<file path="config.mk">
export PLATFORM = sky130hd
export DESIGN_NAME = wifi_ie_security_parser
export DESIGN_NICKNAME = d
export VERILOG_FILES = /design/src/sv/wisp_pkg.sv /design/src/sv/wisp_front.sv /design/src/sv/wisp_cmd_fifo.sv /design/src/sv/wisp_back.sv /design/src/sv/wifi_ie_security_parser.sv
export SDC_FILE = /design/constraint.sdc
export NUM_CORES = 1
export LEC_CHECK = 0
export BUFFER_PORTS_ARGS = -buffer_cell sky130_fd_sc_hd__clkbuf_2
export CORE_AREA = 4 4 254 256
export CTS_BUF_LIST = sky130_fd_sc_hd__clkbuf_4 sky130_fd_sc_hd__clkbuf_8
export DETAILED_ROUTE_END_ITERATION = 8
export DIE_AREA = 0 0 258 260
export PLACE_DENSITY = 0.63
export SLEW_MARGIN = 5
export SYNTH_ARGS = -nofsm -noshare
export SYNTH_HDL_FRONTEND = slang
export SYNTH_SLANG_ARGS = --single-unit
</file>
<file path="constraint.sdc">
create_clock -name clk -period 6.3 [get_ports clk]
set_clock_uncertainty 0.1 [all_clocks]
set_input_delay 0.315 -clock clk [delete_from_list [all_inputs] [get_ports clk]]
set_output_delay 0.315 -clock clk [all_outputs]
set_load 0.1 [all_outputs]
</file>
<file path="src/sv/wisp_pkg.sv">
// Shared types and constants for the information-element security parser.
package wisp_pkg;

    // SSID buffer geometry: two banks of SSID_BYTES entries each
    localparam int SSID_BYTES = 32;
    localparam int SSID_AW    = $clog2(SSID_BYTES);
    localparam int MEM_AW     = SSID_AW + 1;
    localparam int LEN_W      = SSID_AW + 1;

    // Element types and cipher suites
    localparam logic [7:0]  KIND_SSID  = 8'd0;
    localparam logic [7:0]  KIND_RSN   = 8'd48;
    localparam logic [31:0] SUITE_PSK  = 32'h000F_AC02;
    localparam logic [31:0] SUITE_CCMP = 32'h000F_AC04;

    // Security class codes
    localparam logic [1:0] SEC_UNKNOWN = 2'd0;
    localparam logic [1:0] SEC_CCMP    = 2'd1;
    localparam logic [1:0] SEC_TKIP    = 2'd2;

    // Result kinds carried on tuser
    localparam logic RES_SSID    = 1'b0;
    localparam logic RES_SUMMARY = 1'b1;

    // Drain request from the parser to the output side
    typedef struct packed {
        logic             bank;
        logic [LEN_W-1:0] len;
        logic [1:0]       sec;
    } drain_cmd_t;

    // SSID buffer write port
    typedef struct packed {
        logic              en;
        logic [MEM_AW-1:0] addr;
        logic [7:0]        data;
    } ssid_wr_t;

    // Queue status seen by the parser
    typedef struct packed {
        logic       full;
        logic       empty;
        logic [1:0] pend;
    } fifo_stat_t;

    // Output side status: which bank is being read out
    typedef struct packed {
        logic active;
        logic bank;
    } back_stat_t;

endpackage

</file>
<file path="src/sv/wisp_front.sv">
// Element parser: walks the TLV stream, stages SSID bytes and checks RSN bodies.
module wisp_front (
    input  logic                  clk,
    input  logic                  rst_n,
    input  logic                  s_tvalid,
    output logic                  s_tready,
    input  logic [7:0]            s_tdata,
    input  logic                  s_tlast,
    input  wisp_pkg::fifo_stat_t  fifo_stat,
    input  wisp_pkg::back_stat_t  back_stat,
    output logic                  push,
    output wisp_pkg::drain_cmd_t  push_cmd,
    output wisp_pkg::ssid_wr_t    ssid_wr
);
    import wisp_pkg::*;

    typedef enum logic [1:0] {
        PH_TYPE,
        PH_LEN,
        PH_BODY
    } phase_t;

    typedef enum logic [3:0] {
        ST_VER_LO,
        ST_VER_HI,
        ST_GROUP,
        ST_PCNT_LO,
        ST_PCNT_HI,
        ST_PAIR,
        ST_ACNT_LO,
        ST_ACNT_HI,
        ST_AKM,
        ST_DONE,
        ST_FAIL
    } step_t;

    phase_t           phase_reg, phase_next;
    step_t            step_reg, step_next;
    logic [7:0]       kind_reg, kind_next;
    logic [7:0]       size_reg, size_next;
    logic [7:0]       rem_reg, rem_next;
    logic [23:0]      shift_reg, shift_next;
    logic [1:0]       sbyte_reg, sbyte_next;
    logic [15:0]      cnt_reg, cnt_next;
    logic             ccmp_reg, ccmp_next;
    logic             psk_reg, psk_next;
    logic [1:0]       grp_reg, grp_next;
    logic [LEN_W-1:0] clen_reg, clen_next;
    logic [1:0]       sec_reg, sec_next;
    logic             cbank_reg, cbank_next;

    logic        accept;
    logic        finish;
    logic        wr_cond;
    logic        bank_busy;
    logic [7:0]  idx;
    logic [31:0] suite;
    logic [1:0]  pend;

    // Banks still owed to the output side
    always_comb
    begin
        pend = fifo_stat.pend;
        if (back_stat.active)
        begin
            pend[back_stat.bank] = 1'b1;
        end
    end

    assign idx       = size_reg - rem_reg;
    assign wr_cond   = (phase_reg == PH_BODY) && (kind_reg == KIND_SSID)
                       && (idx < 8'(SSID_BYTES));
    assign bank_busy = pend[~cbank_reg];
    assign s_tready  = !fifo_stat.full && !(wr_cond && bank_busy);
    assign accept    = s_tvalid && s_tready;
    assign suite     = {shift_reg, s_tdata};

    // Stage SSID body bytes into the bank not holding the committed SSID
    assign ssid_wr.en   = accept && wr_cond;
    assign ssid_wr.addr = {~cbank_reg, idx[SSID_AW-1:0]};
    assign ssid_wr.data = s_tdata;

    // Parse one byte and work out the next state
    always_comb
    begin
        phase_next = phase_reg;
        step_next  = step_reg;
        kind_next  = kind_reg;
        size_next  = size_reg;
        rem_next   = rem_reg;
        shift_next = shift_reg;
        sbyte_next = sbyte_reg;
        cnt_next   = cnt_reg;
        ccmp_next  = ccmp_reg;
        psk_next   = psk_reg;
        grp_next   = grp_reg;
        clen_next  = clen_reg;
        sec_next   = sec_reg;
        cbank_next = cbank_reg;
        finish     = 1'b0;
        push       = 1'b0;
        push_cmd   = '0;

        if (accept)
        begin
            case (phase_reg)
                PH_TYPE:
                begin
                    kind_next  = s_tdata;
                    phase_next = PH_LEN;
                end
                PH_LEN:
                begin
                    size_next  = s_tdata;
                    rem_next   = s_tdata;
                    step_next  = ST_VER_LO;
                    shift_next = '0;
                    sbyte_next = '0;
                    cnt_next   = '0;
                    ccmp_next  = 1'b0;
                    psk_next   = 1'b0;
                    grp_next   = SEC_UNKNOWN;
                    if (s_tdata == 8'd0)
                    begin
                        finish = 1'b1;
                    end
                    else
                    begin
                        phase_next = PH_BODY;
                    end
                end
                PH_BODY:
                begin
                    if (kind_reg == KIND_RSN)
                    begin
                        case (step_reg)
                            ST_VER_LO:
                            begin
                                shift_next = {16'd0, s_tdata};
                                step_next  = ST_VER_HI;
                            end
                            ST_VER_HI:
                            begin
                                if (shift_reg[7:0] == 8'd1 && s_tdata == 8'd0)
                                begin
                                    shift_next = '0;
                                    sbyte_next = '0;
                                    step_next  = ST_GROUP;
                                end
                                else
                                begin
                                    step_next = ST_FAIL;
                                end
                            end
                            ST_GROUP:
                            begin
                                shift_next = suite[23:0];
                                sbyte_next = sbyte_reg + 2'd1;
                                if (sbyte_reg == 2'd3)
                                begin
                                    if (suite == SUITE_PSK)
                                    begin
                                        grp_next = SEC_TKIP;
                                    end
                                    else if (suite == SUITE_CCMP)
                                    begin
                                        grp_next = SEC_CCMP;
                                    end
                                    else
                                    begin
                                        grp_next = SEC_UNKNOWN;
                                    end
                                    step_next = ST_PCNT_LO;
                                end
                            end
                            ST_PCNT_LO, ST_ACNT_LO:
                            begin
                                shift_next = {16'd0, s_tdata};
                                step_next  = (step_reg == ST_PCNT_LO) ? ST_PCNT_HI
                                                                      : ST_ACNT_HI;
                            end
                            ST_PCNT_HI:
                            begin
                                cnt_next   = {s_tdata, shift_reg[7:0]};
                                shift_next = '0;
                                sbyte_next = '0;
                                step_next  = (cnt_next != 16'd0) ? ST_PAIR : ST_ACNT_LO;
                            end
                            ST_ACNT_HI:
                            begin
                                cnt_next   = {s_tdata, shift_reg[7:0]};
                                shift_next = '0;
                                sbyte_next = '0;
                                step_next  = (cnt_next != 16'd0) ? ST_AKM : ST_DONE;
                            end
                            ST_PAIR, ST_AKM:
                            begin
                                shift_next = suite[23:0];
                                sbyte_next = sbyte_reg + 2'd1;
                                if (sbyte_reg == 2'd3)
                                begin
                                    if (step_reg == ST_PAIR && suite == SUITE_CCMP)
                                    begin
                                        ccmp_next = 1'b1;
                                    end
                                    if (step_reg == ST_AKM && suite == SUITE_PSK)
                                    begin
                                        psk_next = 1'b1;
                                    end
                                    shift_next = '0;
                                    cnt_next   = cnt_reg - 16'd1;
                                    if (cnt_reg == 16'd1)
                                    begin
                                        step_next = (step_reg == ST_PAIR) ? ST_ACNT_LO
                                                                          : ST_DONE;
                                    end
                                end
                            end
                            default:
                            begin
                            end
                        endcase
                    end
                    rem_next = rem_reg - 8'd1;
                    if (rem_reg == 8'd1)
                    begin
                        finish = 1'b1;
                    end
                end
                default:
                begin
                end
            endcase

            // Apply a complete element
            if (finish)
            begin
                phase_next = PH_TYPE;
                if (kind_reg == KIND_SSID)
                begin
                    cbank_next = ~cbank_reg;
                    clen_next  = (size_next < 8'(SSID_BYTES)) ? size_next[LEN_W-1:0]
                                                              : LEN_W'(SSID_BYTES);
                end
                else if (kind_reg == KIND_RSN)
                begin
                    if (step_next == ST_DONE && ccmp_next && psk_next
                        && grp_next != SEC_UNKNOWN)
                    begin
                        sec_next = grp_next;
                    end
                end
            end

            // Hand the blob result to the output side and clear for the next blob
            if (s_tlast)
            begin
                push          = 1'b1;
                push_cmd.bank = cbank_next;
                push_cmd.len  = clen_next;
                push_cmd.sec  = sec_next;
                phase_next    = PH_TYPE;
                step_next     = ST_VER_LO;
                kind_next     = '0;
                size_next     = '0;
                rem_next      = '0;
                shift_next    = '0;
                sbyte_next    = '0;
                cnt_next      = '0;
                ccmp_next     = 1'b0;
                psk_next      = 1'b0;
                grp_next      = SEC_UNKNOWN;
                clen_next     = '0;
                sec_next      = SEC_UNKNOWN;
            end
        end
    end

    // Hold parser state
    always_ff @(posedge clk or negedge rst_n)
    begin
        if (!rst_n)
        begin
            phase_reg <= PH_TYPE;
            step_reg  <= ST_VER_LO;
            kind_reg  <= '0;
            size_reg  <= '0;
            rem_reg   <= '0;
            shift_reg <= '0;
            sbyte_reg <= '0;
            cnt_reg   <= '0;
            ccmp_reg  <= 1'b0;
            psk_reg   <= 1'b0;
            grp_reg   <= SEC_UNKNOWN;
            clen_reg  <= '0;
            sec_reg   <= SEC_UNKNOWN;
            cbank_reg <= 1'b0;
        end
        else
        begin
            phase_reg <= phase_next;
            step_reg  <= step_next;
            kind_reg  <= kind_next;
            size_reg  <= size_next;
            rem_reg   <= rem_next;
            shift_reg <= shift_next;
            sbyte_reg <= sbyte_next;
            cnt_reg   <= cnt_next;
            ccmp_reg  <= ccmp_next;
            psk_reg   <= psk_next;
            grp_reg   <= grp_next;
            clen_reg  <= clen_next;
            sec_reg   <= sec_next;
            cbank_reg <= cbank_next;
        end
    end

endmodule

</file>
<file path="src/sv/wisp_cmd_fifo.sv">
// Two-entry queue of drain requests between the parser and the output side.
module wisp_cmd_fifo (
    input  logic                  clk,
    input  logic                  rst_n,
    input  logic                  push,
    input  wisp_pkg::drain_cmd_t  push_cmd,
    input  logic                  pop,
    output wisp_pkg::drain_cmd_t  head,
    output wisp_pkg::fifo_stat_t  stat
);
    import wisp_pkg::*;

    drain_cmd_t entry_reg [2];
    logic       wr_ptr_reg, wr_ptr_next;
    logic       rd_ptr_reg, rd_ptr_next;
    logic [1:0] count_reg, count_next;

    assign head = entry_reg[rd_ptr_reg];

    // Report fill level and which banks queued requests still need
    always_comb
    begin
        stat.full  = (count_reg == 2'd2);
        stat.empty = (count_reg == 2'd0);
        stat.pend  = '0;
        if (count_reg != 2'd0)
        begin
            stat.pend[entry_reg[rd_ptr_reg].bank] = 1'b1;
        end
        if (count_reg == 2'd2)
        begin
            stat.pend[entry_reg[~rd_ptr_reg].bank] = 1'b1;
        end
    end

    // Advance pointers
    always_comb
    begin
        wr_ptr_next = wr_ptr_reg;
        rd_ptr_next = rd_ptr_reg;
        count_next  = count_reg;
        if (push)
        begin
            wr_ptr_next = ~wr_ptr_reg;
        end
        if (pop)
        begin
            rd_ptr_next = ~rd_ptr_reg;
        end
        if (push && !pop)
        begin
            count_next = count_reg + 2'd1;
        end
        else if (pop && !push)
        begin
            count_next = count_reg - 2'd1;
        end
    end

    always_ff @(posedge clk or negedge rst_n)
    begin
        if (!rst_n)
        begin
            wr_ptr_reg <= 1'b0;
            rd_ptr_reg <= 1'b0;
            count_reg  <= '0;
        end
        else
        begin
            wr_ptr_reg <= wr_ptr_next;
            rd_ptr_reg <= rd_ptr_next;
            count_reg  <= count_next;
        end
    end

    // Store a transaction
    always_ff @(posedge clk)
    begin
        if (push)
        begin
            entry_reg[wr_ptr_reg] <= push_cmd;
        end
    end

endmodule

</file>
<file path="src/sv/wisp_back.sv">
// Output side: SSID buffer, drain sequencer and result register.
module wisp_back (
    input  logic                  clk,
    input  logic                  rst_n,
    input  wisp_pkg::ssid_wr_t    ssid_wr,
    input  wisp_pkg::drain_cmd_t  head,
    input  logic                  fifo_empty,
    output logic                  pop,
    output wisp_pkg::back_stat_t  stat,
    output logic                  m_tvalid,
    input  logic                  m_tready,
    output logic [23:0]           m_tdata,
    output logic                  m_tuser,
    output logic                  m_tlast
);
    import wisp_pkg::*;

    typedef enum logic [1:0] {
        S_IDLE,
        S_READ,
        S_BYTE,
        S_SUM
    } state_t;

    logic [7:0] mem [2*SSID_BYTES];

    state_t           state_reg, state_next;
    logic             bank_reg, bank_next;
    logic [LEN_W-1:0] len_reg, len_next;
    logic [1:0]       sec_reg, sec_next;
    logic [LEN_W-1:0] idx_reg, idx_next;
    logic [7:0]       rd_data_reg;
    logic [LEN_W-1:0] idx_inc;

    assign idx_inc     = idx_reg + LEN_W'(1);
    assign pop         = (state_reg == S_IDLE) && !fifo_empty;
    assign stat.active = (state_reg != S_IDLE);
    assign stat.bank   = bank_reg;

    // Present the current result
    assign m_tvalid = (state_reg == S_BYTE) || (state_reg == S_SUM);
    assign m_tuser  = (state_reg == S_SUM) ? RES_SUMMARY : RES_SSID;
    assign m_tlast  = (state_reg == S_SUM);
    always_comb
    begin
        m_tdata        = '0;
        m_tdata[18:13] = len_reg;
        m_tdata[20:19] = sec_reg;
        if (state_reg == S_BYTE)
        begin
            m_tdata[7:0]  = rd_data_reg;
            m_tdata[12:8] = idx_reg[SSID_AW-1:0];
        end
    end

    // Sequence the drain: a buffer read and then a transaction per SSID byte, then the summary
    always_comb
    begin
        state_next = state_reg;
        bank_next  = bank_reg;
        len_next   = len_reg;
        sec_next   = sec_reg;
        idx_next   = idx_reg;
        case (state_reg)
            S_IDLE:
            begin
                if (!fifo_empty)
                begin
                    bank_next  = head.bank;
                    len_next   = head.len;
                    sec_next   = head.sec;
                    idx_next   = '0;
                    state_next = (head.len == '0) ? S_SUM : S_READ;
                end
            end
            S_READ:
            begin
                state_next = S_BYTE;
            end
            S_BYTE:
            begin
                if (m_tready)
                begin
                    idx_next   = idx_inc;
                    state_next = (idx_inc == len_reg) ? S_SUM : S_READ;
                end
            end
            S_SUM:
            begin
                if (m_tready)
                begin
                    state_next = S_IDLE;
                end
            end
            default:
            begin
                state_next = S_IDLE;
            end
        endcase
    end

    always_ff @(posedge clk or negedge rst_n)
    begin
        if (!rst_n)
        begin
            state_reg <= S_IDLE;
            bank_reg  <= 1'b0;
            len_reg   <= '0;
            sec_reg   <= SEC_UNKNOWN;
            idx_reg   <= '0;
        end
        else
        begin
            state_reg <= state_next;
            bank_reg  <= bank_next;
            len_reg   <= len_next;
            sec_reg   <= sec_next;
            idx_reg   <= idx_next;
        end
    end

    // SSID buffer: write staged bytes, read committed bytes
    always_ff @(posedge clk)
    begin
        if (ssid_wr.en)
        begin
            mem[ssid_wr.addr] <= ssid_wr.data;
        end
        if (state_reg == S_READ)
        begin
            rd_data_reg <= mem[{bank_reg, idx_reg[SSID_AW-1:0]}];
        end
    end

endmodule

</file>
<file path="src/sv/wifi_ie_security_parser.sv">
// Top level of the information-element security parser.
//
// Input stream: one blob byte per transaction on s_axis_tdata[7:0]; s_axis_tlast
// marks the final byte of a blob. The parser takes one byte per cycle when it is not stalled.
// Output stream: for each blob, one transaction per committed SSID byte
// (tuser = 0), then one summary (tuser = 1, tlast = 1) with SSID length and
// security class. Each SSID byte is first read from the buffer, then presented;
// the summary follows the last byte.
// The parser and the output side are joined by a two-entry request queue, so
// the next blob streams in while the previous one drains. The parser stalls
// only when the queue is full, or when an SSID byte would land in the buffer
// bank that a pending drain still has to read.
// Output stalls hold the current result; nothing is dropped.
// Reset clears all parser and drain state; the SSID buffer needs no clearing.
module wifi_ie_security_parser (
    input  logic        clk,
    input  logic        rst_n,
    input  logic        s_axis_tvalid,
    output logic        s_axis_tready,
    input  logic [7:0]  s_axis_tdata,   // [7:0] data_byte
    input  logic        s_axis_tlast,
    output logic        m_axis_tvalid,
    input  logic        m_axis_tready,
    output logic [23:0] m_axis_tdata,   // [7:0] ssid_char, [12:8] ssid_position,
                                        // [18:13] ssid_length, [20:19] security
    output logic        m_axis_tuser,   // [0] result_kind
    output logic        m_axis_tlast
);
    import wisp_pkg::*;

    fifo_stat_t fifo_stat;
    back_stat_t back_stat;
    drain_cmd_t push_cmd;
    drain_cmd_t head;
    ssid_wr_t   ssid_wr;
    logic       push;
    logic       pop;

    // Parse the byte stream
    wisp_front u_front (
        .clk       (clk),
        .rst_n     (rst_n),
        .s_tvalid  (s_axis_tvalid),
        .s_tready  (s_axis_tready),
        .s_tdata   (s_axis_tdata),
        .s_tlast   (s_axis_tlast),
        .fifo_stat (fifo_stat),
        .back_stat (back_stat),
        .push      (push),
        .push_cmd  (push_cmd),
        .ssid_wr   (ssid_wr)
    );

    // Queue drain requests
    wisp_cmd_fifo u_fifo (
        .clk      (clk),
        .rst_n    (rst_n),
        .push     (push),
        .push_cmd (push_cmd),
        .pop      (pop),
        .head     (head),
        .stat     (fifo_stat)
    );

    // Drain SSID bytes and summary
    wisp_back u_back (
        .clk        (clk),
        .rst_n      (rst_n),
        .ssid_wr    (ssid_wr),
        .head       (head),
        .fifo_empty (fifo_stat.empty),
        .pop        (pop),
        .stat       (back_stat),
        .m_tvalid   (m_axis_tvalid),
        .m_tready   (m_axis_tready),
        .m_tdata    (m_axis_tdata),
        .m_tuser    (m_axis_tuser),
        .m_tlast    (m_axis_tlast)
    );

endmodule
</file>
==> results.md <==
- Outcome: completed
- Post-synth EDFFs: 538
- Routed WL: 71.3 mm
- Type of the worst setup path: flip-flop to flip-flop
- Avg Inst Size Synth: 14.5 µm²
- CTS tree: built
- H-tree levels: 3
- CTS Buffer Depth: 3
- Most frequent cells in the layout: edfxtp_1, nand2_1, mux2i_1
- Starting DRT DRC Count: 1589
- Ports: 41
- Share of layout cells above drive strength 1: 17.0%
- Synthesized cell area: 27900 µm²
- Crit end category: flip-flop
- Num rows: 92
- Slew HR: 20.6%
- Post-synthesis async set-or-reset flop share: 16.5%
- Die ar.: 67100 µm²
- Max Cap Viol: 0
- Vias: 17050
- Worst Max-Slew Pin Slew: 1.19 ns
- Top_reg_cell synth: edfxtp_1
- Largest cells by area after synthesis: edfxtp_1, dfrtp_1, mux4_2
- Final ANT Viol Nets: 0
- Filler Cells Inserted: 5265
- Post-synthesis cell type count: 73
- Flop-to-flop setup slack: 1.80 ns
- Cells after Synth: 1927
- Number of flip-flops in the largest register: 512
- Core area: 62500 µm²
- Yosys top cell by area: edfxtp_1
- Die W: 258 µm
- Sequential share of the synthesized area: 67.4%
- Reg area: 18800 µm²
- HPWL after DPL: 44.4 mm
- Final Hold Viols: 0
- CTS Root Cell: clkbuf_8
- TNS Setup: 0 ns
- YS warnings: 0
- Setup crit start kind: flip-flop
- # setup viols final: 0
- Pre-CTS setup slack: 1.75 ns
- Synth top area share: 57.9%
- Leading cell type in the layout, fill and taps excluded: edfxtp_1
- FMAX: 222 MHz
- Port Buffer Count: 37
- Routability cong.: 0.839
- Drt drc: 0
- Multi-input logic area: 8470 µm²
- Pleak: 10.3 nW
- CP arrival: 4.71 ns
- Max FO, Critical Path: 8
- Clock Latency Late Sink: 0.72 ns
- First-pass GRT wire length: 107 mm
- Inserted Clock Buffers: 101
- Initial core utilization: 44.6%
- Unrepaired setup endpoints after global routing: false
- CP required: 6.51 ns
- Tightest Hold Check Type: input pin to flip-flop
- Initial antenna violation count: 3
- Fin worst setup slack: 1.80 ns
- Post-CTS Setup Bufs: 0
- PD cells: 407 nW/µm²
- Sink Count: 644
- Fin. max-slew vios: 0
- Pre-antenna DRT Iters: 5
- Layout area overhead: 11.2%
- Vias per cell: 5.82
- Final Net Count: 2031
- Clk slew on worst S/H paths: 0.06 ns
- Grt total ovfl: 0
- Peak VDD IR: 0.299 mV
- Gr usage total: 21.1%
- Crit share post-route: 71.4%
- Per-cell routed wire length: 24.3 µm
- Height of the die: 260 µm
- Final Critical Period: 4.50 ns
- Vias in the first global route: 17000
- Largest net degree at the start of global routing: 70
- Synth Register Bits: 644
## synthesized netlist by cell type (10+ instances only)
| cell type | number |
|---|---|
| dfrtp_1 | 106 |
| ha_1 | 17 |
| mux2i_1 | 135 |
| edfxtp_1 | 538 |
| xor2_1 | 10 |
| nand2_1 | 144 |
| nor3_1 | 25 |
| a22oi_1 | 10 |
| inv_1 | 54 |
| mux2_2 | 37 |
| nor4_1 | 16 |
| nand3_1 | 34 |
| o21ai_0 | 101 |
| mux4_2 | 72 |
| buf_1 | 16 |
| a21oi_1 | 107 |
| o221ai_1 | 33 |
| clkbuf_1 | 68 |
| nor2b_1 | 13 |
| o31ai_1 | 31 |
| nand4_1 | 17 |
| xnor2_1 | 12 |
| nor2_1 | 132 |
| and2_1 | 21 |
| buf_2 | 16 |
| o22ai_1 | 36 |
## timing repair
action                     in CTS  in global routing
setup endpoints to repair       0                  0
hold endpoints to repair       58                  0
hold buffers                    4                  0
gates resized for setup         0                  0
## metal layers
metal / up-vias / part of all wire (%) / global-route usage, % / wire length, µm
met5: - / 0.015 / 0 / 11
met4: 2 / 2.3 / 5.65 / 1670
met3: 114 / 6.1 / 4.28 / 4360
met2: 620 / 50 / 35.6 / 35500
met1: 8676 / 42 / 28.3 / 29800
li1: 7638 / - / - / -
## layout make-up
| cell class | instances | share of cell area, % |
|---|---|---|
| antenna | 2 | 0.0161 |
| clock buffer | 126 | 5.13 |
| clock inverter | 60 | 1.22 |
| inverter | 54 | 0.653 |
| multi-input combinational | 1125 | 27.3 |
| sequential | 644 | 60.7 |
| tap | 846 | 3.41 |
| timing repair buffer | 74 | 1.61 |
## kinds of logic (layout without fill, tap and decap cells)
logic type / Yosys count / count (layout) / synth area share, %
xor gates and xnor gates: 22 / 22 / 0.691
adders and majority gates: 18 / 18 / 0.834
other: 1 / 5 / 0.0134
buffers and inverters: 160 / 314 / 2.31
AOI/OAI and AO/OA: 378 / 378 / 8.52
and+or+nand+nor: 460 / 460 / 8.05
muxes: 244 / 244 / 12.2
DFF: 644 / 644 / 67.4
## critical path, cell delays in order (launching register included)
cell,delay [ns]
dfrtp_1,0.38
inv_1,0.08
ha_1,0.19
inv_1,0.06
fa_1,0.43
a21o_1,0.20
a22o_1,0.21
nand3_1,0.09
o311a_1,0.25
nor4b_2,0.87
nand3_1,0.54
nor2_1,0.72
## stage by stage
step	instances	total power, mW	utilization, %	hold slack, ns	area, µm²
global placement	2739	9.21	46.4	0.262	29000
floorplan	1929	7.91	-	-0.0806	27900
CTS	2929	12.7	49.6	0.0240	31000
global route	2929	13.2	49.6	0.0358	31000
finish	2931	12.6	49.6	0.0704	31000
detailed placement	2739	9.26	46.4	0.261	29000
## where the power goes
part / total (mW) / internal, mW / switching, mW
clock network: 3.44 / 1.80 / 1.64
logic: 4.01 / 1.33 / 2.68
registers: 5.17 / 4.84 / 0.334
total: 12.6 / 7.97 / 4.65
## final timing paths
path / from / depth (start not counted) / endpoint
hold / removal: s_axis_tdata[2] / 2 / u_back.mem[31][2]$_DFFE_PP_
setup / recovery: u_front.size_reg[0]$_DFFE_PN0P_ / 11 / u_back.mem[12][6]$_DFFE_PP_
max in group asynchronous: rst_n / 3 / u_back.idx_reg[0]$_DFFE_PN0P_
hold reg to reg: u_fifo.wr_ptr_reg$_DFFE_PN0P_ / 1 / u_fifo.wr_ptr_reg$_DFFE_PN0P_
min in group asynchronous: rst_n / 2 / u_front.grp_reg[1]$_DFFE_PN0P_
setup reg to reg: u_front.size_reg[0]$_DFFE_PN0P_ / 11 / u_back.mem[12][6]$_DFFE_PP_
Note: power is estimated with default switching activity, not from simulation.
